`config.mk`:
```
export PLATFORM = sky130hd
export DESIGN_NAME = swap_permutation_enumerator
export DESIGN_NICKNAME = d
export VERILOG_FILES = /design/src/hdl/spe_pkg.sv /design/src/hdl/spe_ram.sv /design/src/hdl/spe_useq.sv /design/src/hdl/swap_permutation_enumerator.sv
export SDC_FILE = /design/constraint.sdc
export NUM_CORES = 1
export LEC_CHECK = 0
export ABC_AREA = 1
export ABC_CLOCK_PERIOD_IN_PS = 5300
export BUFFER_PORTS_ARGS = -buffer_cell sky130_fd_sc_hd__buf_4
export CAP_MARGIN = 20
export CORE_MARGIN = 10
export CORE_UTILIZATION = 49
export CTS_CLUSTER_SIZE = 10
export DETAILED_ROUTE_END_ITERATION = 8
export PLACE_DENSITY = 0.76
export SYNTH_ARGS = -nofsm -noshare
export SYNTH_HDL_FRONTEND = slang
export SYNTH_SLANG_ARGS = --single-unit
```
`constraint.sdc`:
```
create_clock -name clk -period 5.3 [get_ports clk]
set_clock_uncertainty 0.1 [all_clocks]
set_input_delay 0.53 -clock clk [delete_from_list [all_inputs] [get_ports clk]]
set_output_delay 0.53 -clock clk [all_outputs]
set_load 0.005 [all_outputs]
```
`src/hdl/spe_pkg.sv`:
```
package spe_pkg;

  typedef enum logic [1:0] {
    ACT_CLEAR = 2'd0,
    ACT_LOAD  = 2'd1,
    ACT_NEXT  = 2'd2
  } act_t;

  typedef enum logic [1:0] {
    ST_ELEM      = 2'd0,
    ST_EXHAUSTED = 2'd1,
    ST_FULL      = 2'd2
  } status_t;

  typedef enum logic [3:0] {
    U_NOP,
    U_CLEAR,
    U_KLOAD,
    U_KDEC,
    U_RD_SWAP,
    U_WR_A,
    U_WR_B,
    U_APPEND,
    U_REJECT,
    U_INIT,
    U_STK_INC,
    U_STK_FILL,
    U_FAIL,
    U_EXHAUSTED,
    U_PRIME,
    U_STREAM
  } uop_t;

  typedef enum logic [2:0] {
    C_NEVER,
    C_ALWAYS,
    C_FULL,
    C_KZERO,
    C_DONE,
    C_STARTED,
    C_IDX_GE_N,
    C_PMORE
  } cond_t;

  typedef logic [4:0] upc_t;

  typedef struct packed {
    uop_t  op;
    cond_t cond;
    upc_t  target;
  } uword_t;

  typedef struct packed {
    logic full;
    logic kzero;
    logic done;
    logic started;
    logic idx_ge_n;
    logic pmore;
  } flags_t;

  // microprogram entry points and loop heads
  localparam upc_t A_IDLE    = 5'd0;
  localparam upc_t A_CLR     = 5'd1;
  localparam upc_t A_LD      = 5'd2;
  localparam upc_t A_LD_LOOP = 5'd3;
  localparam upc_t A_APP     = 5'd8;
  localparam upc_t A_REJ     = 5'd9;
  localparam upc_t A_NX      = 5'd10;
  localparam upc_t A_BT      = 5'd13;
  localparam upc_t A_BT_LOOP = 5'd14;
  localparam upc_t A_FAIL    = 5'd25;
  localparam upc_t A_NEX     = 5'd26;
  localparam upc_t A_EM      = 5'd27;
  localparam upc_t A_ST      = 5'd28;

  function automatic uword_t mk_uword(uop_t op, cond_t c, upc_t t);
    return '{op: op, cond: c, target: t};
  endfunction

  function automatic uword_t ucode(upc_t a);
    uword_t w;
    unique case (a)
      5'd0:  w = mk_uword(U_NOP,       C_NEVER,    A_IDLE);
      5'd1:  w = mk_uword(U_CLEAR,     C_ALWAYS,   A_IDLE);
      // load: reject if full, else undo live swaps, then append
      5'd2:  w = mk_uword(U_KLOAD,     C_FULL,     A_REJ);
      5'd3:  w = mk_uword(U_NOP,       C_KZERO,    A_APP);
      5'd4:  w = mk_uword(U_KDEC,      C_NEVER,    A_IDLE);
      5'd5:  w = mk_uword(U_RD_SWAP,   C_NEVER,    A_IDLE);
      5'd6:  w = mk_uword(U_WR_A,      C_NEVER,    A_IDLE);
      5'd7:  w = mk_uword(U_WR_B,      C_ALWAYS,   A_LD_LOOP);
      5'd8:  w = mk_uword(U_APPEND,    C_ALWAYS,   A_IDLE);
      5'd9:  w = mk_uword(U_REJECT,    C_ALWAYS,   A_IDLE);
      // next
      5'd10: w = mk_uword(U_NOP,       C_DONE,     A_NEX);
      5'd11: w = mk_uword(U_NOP,       C_STARTED,  A_BT);
      5'd12: w = mk_uword(U_INIT,      C_ALWAYS,   A_EM);
      5'd13: w = mk_uword(U_KLOAD,     C_NEVER,    A_IDLE);
      5'd14: w = mk_uword(U_NOP,       C_KZERO,    A_FAIL);
      5'd15: w = mk_uword(U_KDEC,      C_NEVER,    A_IDLE);
      5'd16: w = mk_uword(U_RD_SWAP,   C_NEVER,    A_IDLE);
      5'd17: w = mk_uword(U_WR_A,      C_NEVER,    A_IDLE);
      5'd18: w = mk_uword(U_WR_B,      C_NEVER,    A_IDLE);
      5'd19: w = mk_uword(U_STK_INC,   C_NEVER,    A_IDLE);
      5'd20: w = mk_uword(U_NOP,       C_IDX_GE_N, A_BT_LOOP);
      5'd21: w = mk_uword(U_RD_SWAP,   C_NEVER,    A_IDLE);
      5'd22: w = mk_uword(U_WR_A,      C_NEVER,    A_IDLE);
      5'd23: w = mk_uword(U_WR_B,      C_NEVER,    A_IDLE);
      5'd24: w = mk_uword(U_STK_FILL,  C_ALWAYS,   A_EM);
      5'd25: w = mk_uword(U_FAIL,      C_NEVER,    A_IDLE);
      5'd26: w = mk_uword(U_EXHAUSTED, C_ALWAYS,   A_IDLE);
      // emit: one word per cycle from the element RAM
      5'd27: w = mk_uword(U_PRIME,     C_NEVER,    A_IDLE);
      5'd28: w = mk_uword(U_STREAM,    C_PMORE,    A_ST);
      5'd29: w = mk_uword(U_NOP,       C_ALWAYS,   A_IDLE);
      default: w = mk_uword(U_NOP,     C_ALWAYS,   A_IDLE);
    endcase
    return w;
  endfunction

  function automatic upc_t dispatch(logic [1:0] action);
    upc_t a;
    unique case (action)
      ACT_CLEAR: a = A_CLR;
      ACT_LOAD:  a = A_LD;
      ACT_NEXT:  a = A_NX;
      default:   a = A_IDLE;
    endcase
    return a;
  endfunction

endpackage

```
`src/hdl/spe_ram.sv`:
```
module spe_ram #(
  parameter int WIDTH = 16,
  parameter int DEPTH = 8,
  localparam int AW = (DEPTH > 1) ? $clog2(DEPTH) : 1
) (
  input  logic             clk,
  input  logic             we,
  input  logic [AW-1:0]    waddr,
  input  logic [WIDTH-1:0] wdata,
  input  logic             re,
  input  logic [AW-1:0]    raddr_a,
  input  logic [AW-1:0]    raddr_b,
  output logic [WIDTH-1:0] rdata_a,
  output logic [WIDTH-1:0] rdata_b
);

  logic [WIDTH-1:0] mem [DEPTH];

  always_ff @(posedge clk) begin
    if (we) begin
      mem[waddr] <= wdata;
    end
    if (re) begin
      rdata_a <= mem[raddr_a];
      rdata_b <= mem[raddr_b];
    end
  end

endmodule

```
`src/hdl/spe_useq.sv`:
```
module spe_useq
  import spe_pkg::*;
(
  input  logic       clk,
  input  logic       rst_n,
  input  logic       start,
  input  logic [1:0] action,
  input  flags_t     flags,
  output logic       busy,
  output uop_t       op
);

  upc_t   upc_r, upc_nxt;
  uword_t uw;
  logic   take;

  always_ff @(posedge clk) begin
    if (!rst_n) begin
      upc_r <= A_IDLE;
    end else begin
      upc_r <= upc_nxt;
    end
  end

  always_comb begin
    uw   = ucode(upc_r);
    busy = (upc_r != A_IDLE);
    op   = uw.op;
    case (uw.cond)
      C_NEVER:    take = 1'b0;
      C_ALWAYS:   take = 1'b1;
      C_FULL:     take = flags.full;
      C_KZERO:    take = flags.kzero;
      C_DONE:     take = flags.done;
      C_STARTED:  take = flags.started;
      C_IDX_GE_N: take = flags.idx_ge_n;
      C_PMORE:    take = flags.pmore;
      default:    take = 1'b0;
    endcase
    if (!busy) begin
      upc_nxt = start ? dispatch(action) : A_IDLE;
    end else if (take) begin
      upc_nxt = uw.target;
    end else begin
      upc_nxt = upc_r + upc_t'(1);
    end
  end

endmodule

```
`src/hdl/swap_permutation_enumerator.sv`:
```
// Swap-recursion permutation enumerator.
// Command port: a word (in_action, in_value) is taken on a clock edge with
// start high and busy low. Actions: clear empties the store; load appends
// in_value and restarts enumeration at load order; next emits the following
// permutation. Results leave on out_* for one cycle each, marked by
// out_strobe; the receiver cannot stall them and none is held back.
// A next emits n words (positions 0..n-1, out_final_flag on the last) or one
// exhausted word; a load on a full store emits one rejected word.
// Steps, with n elements and L live recursion levels (L <= n-1):
//   clear: empties the store, no results.
//   load:  undoes L swaps, then appends, no results; a full store rejects.
//   next:  the first permutation is initialised and streamed; later ones
//          back over levels and advance levels before streaming; words
//          stream one per cycle, each in the cycle after its microcode step.
// Every element swap takes a read step and two writes on the single write port of the
// element RAM; that port and the microcode sequencer set the rate.
// Reset clears the count, the level pointer and the flags; the element
// store itself holds no reset value and is written before it is read.
module swap_permutation_enumerator
  import spe_pkg::*;
#(
  parameter int N_MAX      = 8,
  parameter int VALUE_BITS = 16
) (
  input  logic               clk,
  input  logic               rst_n,
  input  logic               start,
  output logic               busy,
  input  logic [1:0]         in_action,
  input  logic signed [15:0] in_value,
  output logic               out_strobe,
  output logic [1:0]         out_status,
  output logic signed [15:0] out_element,
  output logic [2:0]         out_position,
  output logic               out_final_flag
);

  localparam int CW = $clog2(N_MAX + 1);
  localparam int AW = (N_MAX > 1) ? $clog2(N_MAX) : 1;

  logic [CW-1:0]         count_r, count_nxt;
  logic [CW-1:0]         lp_r, lp_nxt;
  logic [CW-1:0]         k_r, k_nxt;
  logic [CW-1:0]         p_r, p_nxt;
  logic                  started_r, started_nxt;
  logic                  exh_r, exh_nxt;
  logic [VALUE_BITS-1:0] value_r;
  logic [CW-1:0]         stk_r [N_MAX];
  logic [CW-1:0]         stk_nxt [N_MAX];
  logic [CW-1:0]         stk_cur;

  logic                  out_strobe_r, out_strobe_nxt;
  status_t               out_status_r, out_status_nxt;
  logic [15:0]           out_element_r, out_element_nxt;
  logic [2:0]            out_position_r, out_position_nxt;
  logic                  out_final_flag_r, out_final_flag_nxt;

  logic                  ram_we, ram_re;
  logic [AW-1:0]         ram_waddr, ram_ra, ram_rb;
  logic [VALUE_BITS-1:0] ram_wdata, ram_da, ram_db;

  logic [VALUE_BITS+15:0] val_ext, elem_ext;
  logic [CW+2:0]          pos_w;
  logic                   accept;
  flags_t                 flags;
  uop_t                   op;

  spe_useq u_seq (
    .clk    (clk),
    .rst_n  (rst_n),
    .start  (start),
    .action (in_action),
    .flags  (flags),
    .busy   (busy),
    .op     (op)
  );

  spe_ram #(
    .WIDTH (VALUE_BITS),
    .DEPTH (N_MAX)
  ) u_store (
    .clk     (clk),
    .we      (ram_we),
    .waddr   (ram_waddr),
    .wdata   (ram_wdata),
    .re      (ram_re),
    .raddr_a (ram_ra),
    .raddr_b (ram_rb),
    .rdata_a (ram_da),
    .rdata_b (ram_db)
  );

  assign accept   = start && !busy;
  assign val_ext  = {{VALUE_BITS{1'b0}}, in_value};
  assign elem_ext = {16'd0, ram_da};
  assign pos_w    = (CW + 3)'(p_r) - (CW + 3)'(1);
  assign stk_cur  = stk_r[k_r[AW-1:0]];

  always_comb begin
    flags.full     = (count_r == CW'(N_MAX));
    flags.kzero    = (k_r == '0);
    flags.done     = exh_r || (count_r == '0);
    flags.started  = started_r;
    flags.idx_ge_n = (stk_cur >= count_r);
    flags.pmore    = (p_r != count_r);
  end

  // level index stack
  always_comb begin
    for (int j = 0; j < N_MAX; j++) begin
      stk_nxt[j] = stk_r[j];
    end
    case (op)
      U_INIT: begin
        for (int j = 0; j < N_MAX; j++) begin
          stk_nxt[j] = CW'(j);
        end
      end
      U_STK_INC: begin
        stk_nxt[k_r[AW-1:0]] = stk_cur + CW'(1);
      end
      U_STK_FILL: begin
        for (int j = 0; j < N_MAX; j++) begin
          if (CW'(j) > k_r) begin
            stk_nxt[j] = CW'(j);
          end
        end
      end
      default: ;
    endcase
  end

  always_comb begin
    count_nxt          = count_r;
    lp_nxt             = lp_r;
    k_nxt              = k_r;
    p_nxt              = p_r;
    started_nxt        = started_r;
    exh_nxt            = exh_r;
    ram_we             = 1'b0;
    ram_waddr          = k_r[AW-1:0];
    ram_wdata          = ram_db;
    ram_re             = 1'b0;
    ram_ra             = k_r[AW-1:0];
    ram_rb             = stk_cur[AW-1:0];
    out_strobe_nxt     = 1'b0;
    out_status_nxt     = ST_ELEM;
    out_element_nxt    = '0;
    out_position_nxt   = '0;
    out_final_flag_nxt = 1'b0;
    unique case (op)
      U_CLEAR: begin
        count_nxt   = '0;
        lp_nxt      = '0;
        started_nxt = 1'b0;
        exh_nxt     = 1'b0;
      end
      U_KLOAD:   k_nxt = lp_r;
      U_KDEC:    k_nxt = k_r - CW'(1);
      U_RD_SWAP: ram_re = 1'b1;
      U_WR_A: begin
        ram_we    = 1'b1;
        ram_wdata = ram_db;
      end
      U_WR_B: begin
        ram_we    = 1'b1;
        ram_waddr = stk_cur[AW-1:0];
        ram_wdata = ram_da;
      end
      U_APPEND: begin
        ram_we      = 1'b1;
        ram_waddr   = count_r[AW-1:0];
        ram_wdata   = value_r;
        count_nxt   = count_r + CW'(1);
        lp_nxt      = '0;
        started_nxt = 1'b0;
        exh_nxt     = 1'b0;
      end
      U_REJECT: begin
        out_strobe_nxt     = 1'b1;
        out_status_nxt     = ST_FULL;
        out_final_flag_nxt = 1'b1;
      end
      U_INIT: begin
        started_nxt = 1'b1;
        lp_nxt      = count_r - CW'(1);
      end
      U_FAIL: lp_nxt = '0;
      U_EXHAUSTED: begin
        exh_nxt            = 1'b1;
        out_strobe_nxt     = 1'b1;
        out_status_nxt     = ST_EXHAUSTED;
        out_final_flag_nxt = 1'b1;
      end
      U_PRIME: begin
        ram_re = 1'b1;
        ram_ra = '0;
        p_nxt  = CW'(1);
      end
      // read word p while the word at p-1 goes out
      U_STREAM: begin
        ram_re             = 1'b1;
        ram_ra             = p_r[AW-1:0];
        p_nxt              = p_r + CW'(1);
        out_strobe_nxt     = 1'b1;
        out_element_nxt    = elem_ext[15:0];
        out_position_nxt   = pos_w[2:0];
        out_final_flag_nxt = (p_r == count_r);
      end
      default: ;
    endcase
  end

  always_ff @(posedge clk) begin
    if (!rst_n) begin
      count_r      <= '0;
      lp_r         <= '0;
      started_r    <= 1'b0;
      exh_r        <= 1'b0;
      out_strobe_r <= 1'b0;
    end else begin
      count_r      <= count_nxt;
      lp_r         <= lp_nxt;
      started_r    <= started_nxt;
      exh_r        <= exh_nxt;
      out_strobe_r <= out_strobe_nxt;
    end
  end

  always_ff @(posedge clk) begin
    k_r              <= k_nxt;
    p_r              <= p_nxt;
    out_status_r     <= out_status_nxt;
    out_element_r    <= out_element_nxt;
    out_position_r   <= out_position_nxt;
    out_final_flag_r <= out_final_flag_nxt;
    for (int j = 0; j < N_MAX; j++) begin
      stk_r[j] <= stk_nxt[j];
    end
    if (accept) begin
      value_r <= val_ext[VALUE_BITS-1:0];
    end
  end

  assign out_strobe     = out_strobe_r;
  assign out_status     = out_status_r;
  assign out_element    = out_element_r;
  assign out_position   = out_position_r;
  assign out_final_flag = out_final_flag_r;

  a_count_bound: assert property (@(posedge clk) disable iff (!rst_n)
    count_r <= CW'(N_MAX))
    else $error("element count above capacity");

  a_unstarted_no_levels: assert property (@(posedge clk) disable iff (!rst_n)
    !started_r |-> lp_r == '0)
    else $error("live levels without a started run");

  a_exhausted_no_levels: assert property (@(posedge clk) disable iff (!rst_n)
    exh_r |-> lp_r == '0)
    else $error("live levels after exhaustion");

  a_status_word_final: assert property (@(posedge clk) disable iff (!rst_n)
    out_strobe_r && out_status_r != ST_ELEM |-> out_final_flag_r)
    else $error("status word not flagged final");

endmodule
```
==> impl_metrics.csv <==
group,metric,value,unit
run_status,status,"completed",
logic_synthesis,yosysTopAreaCell,"edfxtp_1",
worst_setup_path,crit_arrival,4120,ps
grt,antenna_found_initial,0,
worst_setup_path,cp.depth,12,
clock_network,root_buffer,"clkbuf_16",
grt,grt_max_degree,97,
timing,fmax,0.253,GHz
placed_design,placed_cells,1867,
worst_setup_path,crit_buf_inv,2,
die,die_area,0.0340,mm^2
logic_synthesis,synth_cells,1529,
route,vias,10800,
worst_setup_path,max_stage_delay,680,ps
logic_synthesis,ys.flop_type,"edfxtp_1",
timing,setup_viol,0,
die,rows,60,
clock_network,clk_pin_slew_worst_paths,60,ps
clock_network,clkLatencyLatePin,570,ps
timing,rsz0062_at_grt,"false",
clock_network,max-clock-path-buffers,3,
worst_setup_path,worstSetupStartpointType,"flip-flop",
logic_synthesis,synth_edf_count,216,
grt,grt_pass1_wl,55.1,mm
clock_network,cts_setup_buffers,0,
clock_network,htreeDepth,1,
worst_setup_path,end_kind,"flip-flop",
route,dr.pass1.iters,6,
hold_path,hold_path_class,"in2reg",
cells_and_area,antenna_cells,0,
logic_synthesis,yosysWarnings,0,
flow_run,drv_cap,0,
die,dieHeight,185,um
power,ir_drop,0.308,mV
clock_network,clock_sinks,257,
worst_setup_path,reg2reg_depth,12,
logic_synthesis,synth_top_area_share,48.9,%
worst_setup_path,crit_top_cell,"nand2_1",
route,remaining_drc_errors,0,
logic_synthesis,ys_ff_latch,257,
die,die_x,185,um
timing,finalCritPeriodShare,74.4,%
cells_and_area,nNetsFinal,1604,
route,vias_per_cell,5.63,
route,drtIter0Drc,1318,
grt,grt_use_total,20.1,%
timing,worst_pin_slew,1040,ps
cells_and_area,layout-drive-gt1-share,8.90,%
clock_network,cts-hold-fix-buffers,0,
logic_synthesis,ys_top_cells_by_area,"edfxtp_1 49%, nand2_1 9.9%, dfxtp_1 6.2%",
route,drtAntennaViolNets,0,
placed_design,io_buffers,44,
cells_and_area,area_delta_synth_final,11.8,%
timing,slew_violations,0,
placed_design,routabilityCongestion,0.924,
route,routed_wl,34.7,mm
clock_network,cts_resized,0,
timing,fin_crit,3950,ps
route,wl_per_cell,18.0,um
power,p_leak,0.00651,uW
die,io_pins,45,
logic_synthesis,async_flop_share,0,%
worst_setup_path,critPathLaunch,"u_seq.upc_r[2]$_SDFF_PN0_",
grt,grt_pass1_vias,10500,
worst_setup_path,crit_fanout,16,
worst_setup_path,crit_end,"u_store.mem[6][7]$_DFFE_PP_",
timing,slew_headroom,30.3,%
logic_synthesis,syn-num-nets,1573,
worst_setup_path,crit_required,5470,ps
clock_network,cts_tree,"done",
timing,hold_viol_final,0,
die,start_util,49.5,%
timing,setup_tns,0,ps
grt,grt_remaining_overflow,0,
placed_design,dp_hpwl,22.4,mm
logic_synthesis,ys_seq_area_share,55.1,%
worst_setup_path,slowest_stage,"dfxtp_1",
worst_setup_path,r2r_slack,1350,ps
hold_path,hp-start,"in_value[2]",
worst_setup_path,path_cells,"inv_2 -> ha_1 -> nand2_1 -> nand2_1 -> o21ai_2 -> nand2_1 -> nor2_2 -> nand2_1 -> nand3_1 -> nand2_1 -> nor2_1 -> buf_4",
worst_setup_path,path_class,"reg2reg",
logic_synthesis,synthDistinctLibCells,42,
logic_synthesis,netlist_area,0.0133,mm^2
worst_setup_path,reg2reg_from,"u_seq.upc_r[2]$_SDFF_PN0_",
logic_synthesis,synth_area_per_cell,8.67,um^2
worst_setup_path,r2r_end,"u_store.mem[6][7]$_DFFE_PP_",
die,coreArea,0.0268,mm^2
power,power.density,557,mW/mm^2
cells_and_area,stdcell_count,1925,
clock_network,cts_buffers,30,
worst_setup_path,cpLargestDelayFamily,"simple AND/OR/NAND/NOR gates",
worst register-to-register path, cell delays in order (launching register included):
cell     delay (ps)
dfxtp_1         680
inv_2           200
ha_1            270
nand2_1          90
nand2_1          70
o21ai_2         130
nand2_1         210
nor2_2          620
nand2_1         220
nand3_1         140
nand2_1         100
nor2_1          520
buf_4           300
flip-flops by register name (all words and copies together), names as in the netlist, 5 cells and up, named ones only:
register	flops
u_store.rdata_a	16
value_r	16
u_store.mem	128
out_element	16
stk_r	32
u_seq.upc_r	5
u_store.rdata_b	16
logic make-up (layout without fill, tap and decap cells):
family	count (synthesis)	after routing	synth area share (%)
XOR/XNOR	12	12	0.793
AND/OR/NAND/NOR	670	670	21.4
buffers and inverters	295	350	9.19
flip-flops	257	257	55.1
AO/OA/AOI/OAI	272	272	11.4
adder cells (fa/ha/maj)	23	23	2.17
routing by layer:
metal	part of all wire, %	up-vias	GRT usage (%)
li1	-	5124	-
met1	41	5137	26.1
met2	48	502	33.5
met3	7.9	77	3.07
met4	2.9	0	6.95
met5	0	-	0
report_power, final:
group	internal, uW	switching, uW	leakage (uW)	total, uW
clock network	1140	791	0.000436	1930
registers	2580	136	0.00228	2720
logic	992	2630	0.00380	3630
cells in the mapped netlist, drive strengths merged, types with 2 or more instances:
| cell type | instances |
|---|---|
| xnor2 | 6 |
| clkbuf | 17 |
| buf | 55 |
| o22ai | 4 |
| nand3b | 2 |
| o21bai | 4 |
| nand4 | 4 |
| o31ai | 3 |
| xor2 | 6 |
| ha | 23 |
| a31oi | 2 |
| inv | 222 |
| nor3 | 6 |
| nand2 | 360 |
| nor2 | 131 |
| a21oi | 77 |
| o21ai | 151 |
| edfxtp | 216 |
| o211ai | 29 |
| dfxtp | 41 |
| nand3 | 164 |
layout make-up:
type	count	area (um^2)
clock inverter	3	63.8
tap	341	427
clock buffer	53	857
multi-input combinational	977	4770
sequential	257	7310
inverter	223	837
timing repair buffer	71	573
fill	2367	12000
cell usage in the layout (no fill, tap or decap), types with 2 or more instances in the layout:
cell type,Yosys,final
nand2_2,6,8
clkbuf_16,0,30
clkbuf_8,0,2
nand2_1,350,348
nand3_2,2,2
edfxtp_1,216,216
nor2_2,6,7
o21ai_2,2,2
o22ai_1,3,3
nor2_1,125,124
o31ai_1,3,3
xnor2_1,6,6
clkinv_1,1,2
clkbuf_1,17,21
o21ai_0,132,131
nor3_1,6,6
o21bai_1,4,4
nand3_1,162,162
inv_2,5,5
o21ai_4,1,3
xor2_1,6,6
buf_16,0,2
inv_1,217,217
nand2_4,4,4
o21ai_1,16,15
buf_4,4,69
dfxtp_1,41,41
a21oi_1,76,76
nand4_1,4,4
ha_1,23,23
o211ai_1,29,29
worst min path at each step:
| stage | slack [ps] | cells past startpoint | to |
|---|---|---|---|
| 4_1_cts | 10 | 1 | value_r[4]$_DFFE_PP_ |
| 3_3_place_gp | 370 | 2 | out_element[15]$_SDFF_PP0_ |
| 2_1_floorplan | 340 | 2 | exh_r$_SDFFE_PN0P_ |
| 6_report | 30 | 1 | value_r[2]$_DFFE_PP_ |
| 5_1_grt | 20 | 1 | value_r[5]$_DFFE_PP_ |
| 3_5_place_dp | 370 | 2 | started_r$_SDFFE_PN0P_ |
stage by stage:
stage / hold slack, ps / setup WS, ps / cell area, um^2 / total power [uW] / utilization, %
final: 34.7 / 1350 / 14800 / 8270 / 55.3
after detailed placement: 367 / 1450 / 13900 / 6260 / 51.7
after CTS: 13.7 / 1440 / 14800 / 8200 / 55.1
after floorplan: 341 / 981 / 13300 / 5260 / -
after global routing: 17.9 / 1050 / 14800 / 8810 / 55.3
after global placement: 365 / 1520 / 13900 / 6190 / 51.7
Power figures use the tool's default switching activity.
